==> config.mk <==
export PLATFORM = sky130hd
export DESIGN_NAME = distinct_window_marker_detector_unit_flat
export DESIGN_NICKNAME = d
export VERILOG_FILES = /design/src/hdl/dwmd_pkg.sv /design/src/hdl/dwmd_req_if.sv /design/src/hdl/dwmd_rsp_if.sv /design/src/hdl/distinct_window_marker_detector_unit.sv /design/src/hdl/dwmd_csr.sv /design/src/hdl/dwmd_symtab.sv /design/src/hdl/dwmd_scan.sv /design/src/flat_wrapper.sv
export SDC_FILE = /design/constraint.sdc
export NUM_CORES = 2
export LEC_CHECK = 0
export BUFFER_PORTS_ARGS = -buffer_cell sky130_fd_sc_hd__buf_2
export CAP_MARGIN = 20
export CORE_ASPECT_RATIO = 1.75
export CORE_UTILIZATION = 50
export DETAILED_ROUTE_END_ITERATION = 16
export PLACE_DENSITY = 0.67
export SLEW_MARGIN = 20
export SYNTH_ARGS = -nofsm -noshare
export SYNTH_HDL_FRONTEND = slang
export SYNTH_SLANG_ARGS = --single-unit
==> constraint.sdc <==
create_clock -name clock -period 11 [get_ports clock]
set_input_delay 1.1 -clock clock [delete_from_list [all_inputs] [get_ports clock]]
set_output_delay 1.1 -clock clock [all_outputs]
set_load 0.01 [all_outputs]
==> src/hdl/dwmd_pkg.sv <==
`timescale 1ns / 1ps
// ----------------------------------------------------------------------------
// dwmd_pkg
// Shared types and constants of the distinct window marker detector.
// ----------------------------------------------------------------------------
package dwmd_pkg;

   localparam int unsigned SYM_BITS       = 8;
   localparam int unsigned SYM_VALUES     = 1 << SYM_BITS;
   localparam int unsigned POS_BITS       = 16;
   localparam logic [POS_BITS-1:0] POS_MAX = '1;

   localparam int unsigned WINDOW_MAX_DEF = 16;
   localparam int unsigned COUNT_BITS_DEF = 16;

   // register file
   localparam int unsigned WL_BITS        = 5;
   localparam logic [WL_BITS-1:0] WL_RESET = 5'd14;
   localparam int unsigned DATA_BITS      = 32;
   localparam int unsigned ADDR_BITS      = 3;
   localparam int unsigned ADDR_LSB       = 2;
   localparam logic REG_WINDOW_LENGTH     = 1'b0;

   // control between the lookup stage and the scan stage
   typedef struct packed {
      logic valid;
      logic new_line;
      logic hit;
   } stage_type;

endpackage

==> src/hdl/dwmd_req_if.sv <==
`timescale 1ns / 1ps
// ----------------------------------------------------------------------------
// dwmd_req_if
// Input channel: one byte of the stream per beat, with a start-of-line flag.
// ----------------------------------------------------------------------------
interface dwmd_req_if;
   logic                          valid;
   logic                          ready;
   logic [dwmd_pkg::SYM_BITS-1:0] symbol;
   logic                          new_line;

   modport source (output valid, output symbol, output new_line, input ready);
   modport sink   (input valid, input symbol, input new_line, output ready);
endinterface

==> src/hdl/dwmd_rsp_if.sv <==
`timescale 1ns / 1ps
// ----------------------------------------------------------------------------
// dwmd_rsp_if
// Result channel: marker flag and position in line, one beat per input beat.
// ----------------------------------------------------------------------------
interface dwmd_rsp_if;
   logic                          valid;
   logic                          ready;
   logic                          marker_found;
   logic [dwmd_pkg::POS_BITS-1:0] marker_position;

   modport source (output valid, output marker_found, output marker_position,
                   input ready);
   modport sink   (input valid, input marker_found, input marker_position,
                   output ready);
endinterface

==> src/hdl/distinct_window_marker_detector_unit.sv <==
`timescale 1ns / 1ps
// ----------------------------------------------------------------------------
// distinct_window_marker_detector_unit
// Flags the first byte of each line where the last window_length bytes, held
// to 2..WINDOW_MAX, all differ; reports every byte's 1-based line position.
//
//   port group  direction  beat contents
//   req_bus     in         symbol, new_line
//   rsp_bus     out        marker_found, marker_position (one per req beat)
//   apb (p*)    in/out     window_length at byte address 0
//
// One byte per cycle while results are taken; a result passes through the
// last-seen table read, then the run update into the result register.
// The last-seen table is a 256-entry memory read and rewritten on each beat,
// so its single port sets the rate. Reset clears control state only; the
// table needs no clearing pass, so input is taken right after reset.
// A stalled result holds the scan stage; the input side keeps taking beats
// while the scan stage is empty or moving.
// ----------------------------------------------------------------------------
module distinct_window_marker_detector_unit #(
   parameter int unsigned WINDOW_MAX = dwmd_pkg::WINDOW_MAX_DEF,
   parameter int unsigned COUNT_BITS = dwmd_pkg::COUNT_BITS_DEF
) (
   input  logic                           clock,
   input  logic                           reset,
   dwmd_req_if.sink                       req_bus,
   dwmd_rsp_if.source                     rsp_bus,
   input  logic                           psel,
   input  logic                           penable,
   input  logic                           pwrite,
   input  logic [dwmd_pkg::ADDR_BITS-1:0] paddr,
   input  logic [dwmd_pkg::DATA_BITS-1:0] pwdata,
   output logic [dwmd_pkg::DATA_BITS-1:0] prdata,
   output logic                           pready
);
   import dwmd_pkg::*;

   localparam int unsigned TAG_BITS = $clog2(WINDOW_MAX + 1);

   logic [WL_BITS-1:0]  window_length;
   stage_type           stage;
   logic [TAG_BITS-1:0] gap;
   logic                slot_free;
   logic                advance;
   logic                accept;

   assign req_bus.ready = !stage.valid || slot_free;
   assign accept        = req_bus.valid && req_bus.ready;

   dwmd_csr u_csr (
      .clock         (clock),
      .reset         (reset),
      .psel          (psel),
      .penable       (penable),
      .pwrite        (pwrite),
      .paddr         (paddr),
      .pwdata        (pwdata),
      .prdata        (prdata),
      .pready        (pready),
      .window_length (window_length)
   );

   dwmd_symtab #(
      .WINDOW_MAX (WINDOW_MAX)
   ) u_symtab (
      .clock    (clock),
      .reset    (reset),
      .accept   (accept),
      .symbol   (req_bus.symbol),
      .new_line (req_bus.new_line),
      .advance  (advance),
      .stage    (stage),
      .gap      (gap)
   );

   dwmd_scan #(
      .WINDOW_MAX (WINDOW_MAX),
      .COUNT_BITS (COUNT_BITS)
   ) u_scan (
      .clock           (clock),
      .reset           (reset),
      .stage           (stage),
      .gap             (gap),
      .window_length   (window_length),
      .rsp_ready       (rsp_bus.ready),
      .slot_free       (slot_free),
      .advance         (advance),
      .rsp_valid       (rsp_bus.valid),
      .marker_found    (rsp_bus.marker_found),
      .marker_position (rsp_bus.marker_position)
   );

endmodule

==> src/hdl/dwmd_csr.sv <==
`timescale 1ns / 1ps
// ----------------------------------------------------------------------------
// dwmd_csr
// APB register slave holding the window length.
// ----------------------------------------------------------------------------
module dwmd_csr (
   input  logic                           clock,
   input  logic                           reset,
   input  logic                           psel,
   input  logic                           penable,
   input  logic                           pwrite,
   input  logic [dwmd_pkg::ADDR_BITS-1:0] paddr,
   input  logic [dwmd_pkg::DATA_BITS-1:0] pwdata,
   output logic [dwmd_pkg::DATA_BITS-1:0] prdata,
   output logic                           pready,
   output logic [dwmd_pkg::WL_BITS-1:0]   window_length
);
   import dwmd_pkg::*;

   logic [WL_BITS-1:0] wl_ff;
   logic [WL_BITS-1:0] wl_in;
   logic               reg_sel;
   logic               wr_en;

   assign pready  = 1'b1;
   assign reg_sel = paddr[ADDR_LSB];
   assign wr_en   = psel && penable && pwrite && pready;

   always_comb begin
      wl_in = wl_ff;
      if (wr_en && (reg_sel == REG_WINDOW_LENGTH)) begin
         wl_in = pwdata[WL_BITS-1:0];
      end
   end

   always_ff @(posedge clock) begin
      if (reset) begin
         wl_ff <= WL_RESET;
      end else begin
         wl_ff <= wl_in;
      end
   end

   always_comb begin
      prdata = '0;
      if (reg_sel == REG_WINDOW_LENGTH) begin
         prdata = DATA_BITS'(wl_ff);
      end
   end

   assign window_length = wl_ff;

endmodule

==> src/hdl/dwmd_symtab.sv <==
`timescale 1ns / 1ps
// ----------------------------------------------------------------------------
// dwmd_symtab
// Last-seen table: one entry per byte value holding a short stamp of where
// that byte last appeared, read and rewritten on every beat, plus the
// recent-byte shift line used to confirm a table hit.
// ----------------------------------------------------------------------------
module dwmd_symtab #(
   parameter int unsigned WINDOW_MAX = dwmd_pkg::WINDOW_MAX_DEF
) (
   input  logic                              clock,
   input  logic                              reset,
   input  logic                              accept,
   input  logic [dwmd_pkg::SYM_BITS-1:0]     symbol,
   input  logic                              new_line,
   input  logic                              advance,
   output dwmd_pkg::stage_type               stage,
   output logic [$clog2(WINDOW_MAX+1)-1:0]   gap
);
   import dwmd_pkg::*;

   localparam int unsigned TAG_BITS = $clog2(WINDOW_MAX + 1);

   logic [TAG_BITS-1:0] last_tab [SYM_VALUES];
   logic [TAG_BITS-1:0] last_ff;
   logic [TAG_BITS-1:0] cur_ff;
   logic [TAG_BITS-1:0] tag_ff;
   logic [TAG_BITS-1:0] tag_in;
   logic [SYM_BITS-1:0] hist_ff [WINDOW_MAX+1];
   logic [SYM_BITS-1:0] hist_in [WINDOW_MAX+1];
   logic [SYM_BITS-1:0] tap;
   logic                nl_ff;
   logic                valid_ff;
   logic                valid_in;

   // read-first: the lookup returns the previous stamp of this byte
   always_ff @(posedge clock) begin
      if (accept) begin
         last_tab[symbol] <= tag_ff;
         last_ff          <= last_tab[symbol];
      end
   end

   always_comb begin
      hist_in[0] = symbol;
      for (int i = 1; i <= WINDOW_MAX; i++) begin
         hist_in[i] = hist_ff[i-1];
      end
   end

   always_comb begin
      tag_in   = tag_ff;
      valid_in = valid_ff;
      if (accept) begin
         tag_in   = tag_ff + 1'b1;
         valid_in = 1'b1;
      end else if (advance) begin
         valid_in = 1'b0;
      end
   end

   always_ff @(posedge clock) begin
      if (reset) begin
         tag_ff   <= '0;
         valid_ff <= 1'b0;
      end else begin
         tag_ff   <= tag_in;
         valid_ff <= valid_in;
      end
   end

   always_ff @(posedge clock) begin
      if (accept) begin
         cur_ff  <= tag_ff;
         nl_ff   <= new_line;
         hist_ff <= hist_in;
      end
   end

   // distance back to the previous sighting, modulo the stamp range
   assign gap = cur_ff - last_ff;

   // confirm the stamp against the shift line; stale or aliased stamps miss
   always_comb begin
      tap = '0;
      for (int i = 1; i <= WINDOW_MAX; i++) begin
         if (gap == TAG_BITS'(i)) begin
            tap = hist_ff[i];
         end
      end
   end

   assign stage.valid    = valid_ff;
   assign stage.new_line = nl_ff;
   assign stage.hit      = (gap != '0) && (tap == hist_ff[0]);

endmodule

==> src/hdl/dwmd_scan.sv <==
`timescale 1ns / 1ps
// ----------------------------------------------------------------------------
// dwmd_scan
// Per-line state: length of the current repeat-free run, symbol count and
// marker flag; decides the marker and holds the result register.
// ----------------------------------------------------------------------------
module dwmd_scan #(
   parameter int unsigned WINDOW_MAX = dwmd_pkg::WINDOW_MAX_DEF,
   parameter int unsigned COUNT_BITS = dwmd_pkg::COUNT_BITS_DEF
) (
   input  logic                              clock,
   input  logic                              reset,
   input  dwmd_pkg::stage_type               stage,
   input  logic [$clog2(WINDOW_MAX+1)-1:0]   gap,
   input  logic [dwmd_pkg::WL_BITS-1:0]      window_length,
   input  logic                              rsp_ready,
   output logic                              slot_free,
   output logic                              advance,
   output logic                              rsp_valid,
   output logic                              marker_found,
   output logic [dwmd_pkg::POS_BITS-1:0]     marker_position
);
   import dwmd_pkg::*;

   localparam int unsigned RUN_BITS = $clog2(WINDOW_MAX + 1);
   localparam int unsigned NB       = (RUN_BITS > WL_BITS) ? RUN_BITS : WL_BITS;
   localparam int unsigned PW       = (COUNT_BITS > POS_BITS) ? COUNT_BITS : POS_BITS;

   logic [RUN_BITS-1:0]   run_ff, run_in, run_prev;
   logic [COUNT_BITS-1:0] count_ff, count_in, count_prev;
   logic                  seen_ff, seen_in, seen_prev;
   logic                  out_valid_ff, out_valid_in;
   logic                  found_ff, found_in;
   logic [POS_BITS-1:0]   pos_ff, pos_in;
   logic [NB-1:0]         n_eff;
   logic [NB-1:0]         wl_ext;
   logic [PW-1:0]         count_ext;
   logic                  dup;

   assign slot_free = !out_valid_ff || rsp_ready;
   assign advance   = stage.valid && slot_free;

   always_comb begin
      wl_ext = NB'(window_length);
      priority if (wl_ext < NB'(2)) begin
         n_eff = NB'(2);
      end else if (wl_ext > NB'(WINDOW_MAX)) begin
         n_eff = NB'(WINDOW_MAX);
      end else begin
         n_eff = wl_ext;
      end
   end

   always_comb begin
      run_prev   = stage.new_line ? '0 : run_ff;
      count_prev = stage.new_line ? '0 : count_ff;
      seen_prev  = stage.new_line ? 1'b0 : seen_ff;

      // a repeat inside the run cuts it back to the repeat distance
      dup = stage.hit && (gap <= run_prev);
      if (dup) begin
         run_in = gap;
      end else if (run_prev == RUN_BITS'(WINDOW_MAX)) begin
         run_in = run_prev;
      end else begin
         run_in = run_prev + 1'b1;
      end

      if (count_prev == {COUNT_BITS{1'b1}}) begin
         count_in = count_prev;
      end else begin
         count_in = count_prev + 1'b1;
      end

      found_in = !seen_prev && (NB'(run_in) >= n_eff);
      seen_in  = seen_prev || found_in;

      count_ext = PW'(count_in);
      if (count_ext > PW'(POS_MAX)) begin
         pos_in = POS_MAX;
      end else begin
         pos_in = count_ext[POS_BITS-1:0];
      end

      out_valid_in = out_valid_ff;
      if (advance) begin
         out_valid_in = 1'b1;
      end else if (rsp_ready) begin
         out_valid_in = 1'b0;
      end
   end

   always_ff @(posedge clock) begin
      if (reset) begin
         run_ff       <= '0;
         count_ff     <= '0;
         seen_ff      <= 1'b0;
         out_valid_ff <= 1'b0;
      end else begin
         out_valid_ff <= out_valid_in;
         if (advance) begin
            run_ff   <= run_in;
            count_ff <= count_in;
            seen_ff  <= seen_in;
         end
      end
   end

   always_ff @(posedge clock) begin
      if (advance) begin
         found_ff <= found_in;
         pos_ff   <= pos_in;
      end
   end

   assign rsp_valid       = out_valid_ff;
   assign marker_found    = found_ff;
   assign marker_position = pos_ff;

endmodule

==> src/flat_wrapper.sv <==
// flat-port wrapper written by rule: the top's interface ports become plain ports
module distinct_window_marker_detector_unit_flat import dwmd_pkg::*;
#(
   parameter int unsigned WINDOW_MAX = dwmd_pkg::WINDOW_MAX_DEF,
   parameter int unsigned COUNT_BITS = dwmd_pkg::COUNT_BITS_DEF
)
  (clock, reset, psel, penable, pwrite, paddr, pwdata, prdata, pready, req_bus_valid, req_bus_symbol, req_bus_new_line, req_bus_ready, rsp_bus_valid, rsp_bus_marker_found, rsp_bus_marker_position, rsp_bus_ready);
  dwmd_req_if req_bus_i ();
  dwmd_rsp_if rsp_bus_i ();
  input  logic clock;
  input  logic reset;
  input  logic psel;
  input  logic penable;
  input  logic pwrite;
  input  logic [dwmd_pkg::ADDR_BITS-1:0] paddr;
  input  logic [dwmd_pkg::DATA_BITS-1:0] pwdata;
  output logic [dwmd_pkg::DATA_BITS-1:0] prdata;
  output logic pready;
  input wire logic [$bits(req_bus_i.valid)-1:0] req_bus_valid;
  input wire logic [$bits(req_bus_i.symbol)-1:0] req_bus_symbol;
  input wire logic [$bits(req_bus_i.new_line)-1:0] req_bus_new_line;
  output wire logic [$bits(req_bus_i.ready)-1:0] req_bus_ready;
  output wire logic [$bits(rsp_bus_i.valid)-1:0] rsp_bus_valid;
  output wire logic [$bits(rsp_bus_i.marker_found)-1:0] rsp_bus_marker_found;
  output wire logic [$bits(rsp_bus_i.marker_position)-1:0] rsp_bus_marker_position;
  input wire logic [$bits(rsp_bus_i.ready)-1:0] rsp_bus_ready;
  assign req_bus_i.valid = req_bus_valid;
  assign req_bus_i.symbol = req_bus_symbol;
  assign req_bus_i.new_line = req_bus_new_line;
  assign req_bus_ready = req_bus_i.ready;
  assign rsp_bus_valid = rsp_bus_i.valid;
  assign rsp_bus_marker_found = rsp_bus_i.marker_found;
  assign rsp_bus_marker_position = rsp_bus_i.marker_position;
  assign rsp_bus_i.ready = rsp_bus_ready;
  distinct_window_marker_detector_unit #(.WINDOW_MAX(WINDOW_MAX), .COUNT_BITS(COUNT_BITS)) u_core (.clock(clock), .reset(reset), .req_bus(req_bus_i), .rsp_bus(rsp_bus_i), .psel(psel), .penable(penable), .pwrite(pwrite), .paddr(paddr), .pwdata(pwdata), .prdata(prdata), .pready(pready));
endmodule
==> results.md <==
Outcome:
- The flow ran to the end, and the final reports show no timing, DRC or antenna violations.

Layout:
- Counting the fill cells in the layout gives 8685.
- Of the cells placed in the final design, the portion with a size suffix greater than 1 is 0.232.
- The share of the core filled with cells is 0.552.
- For this run, the post-layout net count is 3095.
- Once layout is complete, the cells apart from fillers number 4635.
- From synthesis to final layout, the design area changed by 9.22%.
- 0 antenna diodes ended up in the layout.

Global routing:
- The layer carrying the most global-route usage is met2.
- For met1 alone, demand over resource in global routing was 0.275.
- The number of antenna violations at the first check in global routing is 1.
- In the global route stage, met3 resource usage came out at 0.0329.
- Across every metal layer, demand over resource in global routing totals 0.231.
- The global-route wire length before repair is 201000 µm.
- For this run, global-route usage on met2 was measured as 0.412.
- The total overflow reported by the global router is 0.
- The pin count of the biggest net entering global routing is 207.
- The number of global-route vias before repair is 30488.

Synthesis:
- A synthesized cell averages 19.8 µm².
- The async set or reset register ratio after synthesis is 0.
- The number of enable flip-flop cells after synthesis is 1444.
- In this run the cell area of the synthesized design comes to 59200 µm².
- The number of unique standard cell types used by synthesis is 86.
- Synthesis inferred 1478 register bits.
- In the post-synthesis netlist, the biggest area contributors are edfxtp_1, mux4_2, nor2_1.
- Of the post-synthesis cell area, the dominant cell type holds 0.732.
- Summed over all instances, the cell type with the most area after synthesis is edfxtp_1.
- Among all flip-flop cells after synthesis, the most frequent one is edfxtp_1.
- The cell count after synthesis came out at 2988.
- The Yosys step of the flow raised 0 warnings.
- The proportion of synthesized chip area in sequential cells is 0.743.

Floorplanning:
- The total area inside the core boundary comes to 117000 µm².
- The initial utilization of the core area, before any placement, comes to 0.506.
- The die is 457 µm tall.
- The top-level port count is 103.
- The die outline area is 120000 µm².
- Measured along the x axis, the die boundary spans 262 µm.
- Row generation in the floorplan step produced 166 rows.

Timing:
- The final max-slew violation count is 0.
- Setup slack closes at 4.02 ns.
- At the pin with the least slew margin, the transition time is 1.16 ns.
- Setup violations remaining at the end of the flow were counted as 0.
- Setup repair after global routing left no endpoint under its margin.
- The worst setup skew after layout is 0.0235 ns.
- The worst-case headroom to the max-slew limit is 0.226.
- Adding up every negative setup slack in the final design gives 0 ns.
- After layout, the minimum clock period comes to 6.98 ns.
- The highest attainable clock frequency is 143 MHz.
- The final count of hold timing violations is 0.
- In the finished design, the share of the clock period the worst path needs comes to 0.634.

Setup path:
- The critical path required time is 11.59 ns.
- The worst setup path is of the reg2reg kind.
- The reg-to-reg critical path startpoint is u_core.u_symtab.cur_ff[0].
- The kind of capture point of the worst setup path is a flop.
- The critical path startpoint is u_core.u_symtab.cur_ff[0].
- The kind of launch point of the worst setup path is a flop.
- The largest driver fanout on the critical path is 36.
- Data on the critical path arrives at its endpoint at 7.57 ns.

CTS:
- The buffer levels on the longest clock path is 3.
- The register clock-pin slew on the reported worst setup and hold paths is 0.07 ns.
- The number of buffers added to fix hold violations after cts is 0.
- Counting the buffers created by CTS gives 121.
- The number of cells upsized or downsized after cts is 0.
- Post-CTS timing repair inserted 0 buffers for setup.
- TritonCTS built the clock tree.
- The later-pin clock latency in the skew report is 0.74 ns.
- In this run the number of H-tree levels came out at 3.
- CTS saw 1478 sinks.
- CTS placed an instance of clkbuf_16 at the clock tree root.

Placed design:
- Routability-driven placement finished with a final weighted congestion of 0.901.
- The HPWL after detailed placement is 82500 µm.
- The post-placement cell count is 4414.
- The minimum setup slack after placement is 4.30 ns.
- Input and output buffers added on the ports amount to 45.

Hold path:
- The startpoint identified for the worst hold timing path is u_core.u_symtab.hist_ff[117].
- The classification of the worst-slack hold path is reg2reg.

Drt:
- Using the TritonRoute via totals, the vias-per-cell ratio works out to 6.24.
- The final layout contains routed wiring with a total length of 136000 µm.
- The number of design rule violations left after detail routing is 0.
- The remaining number of nets flagged by the antenna check after routing is 0.
- The number of optimization iterations in the first detailed-route pass is 8.
- After detailed routing, the average wire length per cell comes to 29.3 µm.
- For this block, the via count after detailed routing is 28945.
- The initial detailed-routing violation count is 2888.

Power:
- The power density over the cells is 171 nW/µm².
- The analysis attributes to cell leakage a power of 20.4 nW.
- The worst ir drop on vdd is 0.158 mV.

Run:
- The number of max-capacitance violations reported is 0.
-- placed cells by master, fill, tap and decap left out, drive strengths merged, types with 5 or more instances in the layout --
| cell | count |
|---|---|
| o2111ai | 5 |
| a311oi | 5 |
| a21oi | 44 |
| buf | 89 |
| nand2 | 102 |
| nor2b | 37 |
| a211oi | 6 |
| nand2b | 9 |
| nand4 | 24 |
| o21ai | 28 |
| dfxtp | 34 |
| mux2i | 20 |
| bufinv | 6 |
| o22ai | 10 |
| o211ai | 7 |
| and2 | 5 |
| a31oi | 8 |
| nor3 | 21 |
| and3 | 7 |
| nor4 | 7 |
| mux4 | 414 |
| inv | 43 |
| clkbuf | 142 |
| xnor2 | 14 |
| edfxtp | 1444 |
| clkinv | 65 |
| mux2 | 14 |
| xor2 | 13 |
| conb | 28 |
| a211o | 5 |
| clkinvlp | 6 |
| nor2 | 326 |
| ha | 18 |
| nand3 | 36 |
| a22oi | 7 |
-- synthesized netlist by cell type, types with 31 or more instances --
| cell type | count |
|---|---|
| dfxtp_1 | 34 |
| nand3_1 | 36 |
| inv_1 | 35 |
| mux4_2 | 414 |
| nor2b_1 | 37 |
| edfxtp_1 | 1444 |
| nand2_1 | 101 |
| buf_2 | 36 |
| buf_4 | 31 |
| a21oi_1 | 43 |
| clkbuf_1 | 108 |
| nor2_1 | 325 |
-- report_power, final --
part	leakage, nW	switching [W]	internal (W)
Sequential	14.0	0.0000461	0.00621
Combinational	4.57	0.000458	0.000237
Clock	1.83	0.00196	0.00218
-- path summary, 6_finish.rpt --
kind,cells past startpoint,to,slack [ns]
setup / recovery,25,u_core.u_scan.seen_ff,4.02
hold / removal,0,u_core.u_symtab.hist_ff[109],0.45
setup reg to reg,25,u_core.u_scan.seen_ff,4.02
hold reg to reg,0,u_core.u_symtab.hist_ff[109],0.45
-- metal layers --
| layer | vias to the layer above | routed length, µm |
|---|---|---|
| met5 | - | 13 |
| met1 | 15327 | 48100 |
| met4 | 2 | 6290 |
| met3 | 262 | 7800 |
| li1 | 12182 | - |
| met2 | 1172 | 73800 |
-- worst max-delay path, cell delays in order, from the launching register on --
cell,delay (ns)
edfxtp_1,0.37
inv_1,0.07
ha_2,0.16
inv_1,0.05
fa_1,0.48
buf_4,0.44
clkinv_1,0.71
nand2_1,0.54
nor2_1,0.10
nand3_1,0.40
o21ai_0,0.22
nor4_2,0.26
mux2i_1,0.26
nor4_2,0.79
nand3_1,0.25
mux2_1,0.38
ha_1,0.29
nand2b_1,0.15
a21oi_1,0.16
nor2b_1,0.06
o21ai_0,0.15
nand2b_1,0.08
a21oi_1,0.21
nor2_1,0.06
a21oi_1,0.13
nor2_1,0.05
-- sequential cells by signal (all words and copies together) (netlist names) --
| signal | flops |
|---|---|
| u_core.u_symtab.tag_ff | 5 |
| u_core.u_scan.marker_found | 1 |
| u_core.u_symtab.hist_ff | 136 |
| u_core.u_symtab.valid_ff | 1 |
| u_core.u_scan.run_ff | 5 |
| u_core.u_scan.count_ff | 16 |
| u_core.u_symtab.cur_ff | 5 |
| u_core.u_symtab.last_ff | 5 |
| u_core.u_scan.rsp_valid | 1 |
| u_core.u_csr.window_length | 5 |
| u_core.u_symtab.last_tab | 1280 |
| u_core.u_symtab.nl_ff | 1 |
| u_core.u_scan.seen_ff | 1 |
| u_core.u_scan.marker_position | 16 |
-- layout make-up --
class                   instances  area (µm²)  area share
multi-input cells            1294       14200       0.220
clock buffers                 142        3130      0.0483
flip-flops and latches       1478       44100       0.681
repair buffers                 89         638     0.00986
inverters                      41         159     0.00246
clock inverters                79         603     0.00932
well taps                    1512        1890      0.0292
-- logic make-up after synthesis --
| logic type | count (synthesis) | share of synthesized area |
|---|---|---|
| other cells | 2 | 0.000127 |
| flops | 1478 | 0.743 |
| simple gates | 595 | 0.0447 |
| xor+xnor | 27 | 0.00463 |
| fa+ha+maj | 19 | 0.00414 |
| buf+inv | 242 | 0.0182 |
| mux | 448 | 0.164 |
| compound gates | 177 | 0.0212 |
-- per-stage QoR --
| stage | hold WS (ns) | cell area, µm² | power, W |
|---|---|---|---|
| 2_1_floorplan | 0.418 | 59300 | 0.00686 |
| 3_3_place_gp | 0.430 | 61000 | 0.00705 |
| 3_5_place_dp | 0.431 | 61000 | 0.00706 |
| 4_1_cts | 0.448 | 64700 | 0.0111 |
| 5_1_grt | 0.456 | 64700 | 0.0114 |
| 6_report | 0.450 | 64700 | 0.0111 |
Note: power is estimated with default switching activity, not from simulation.
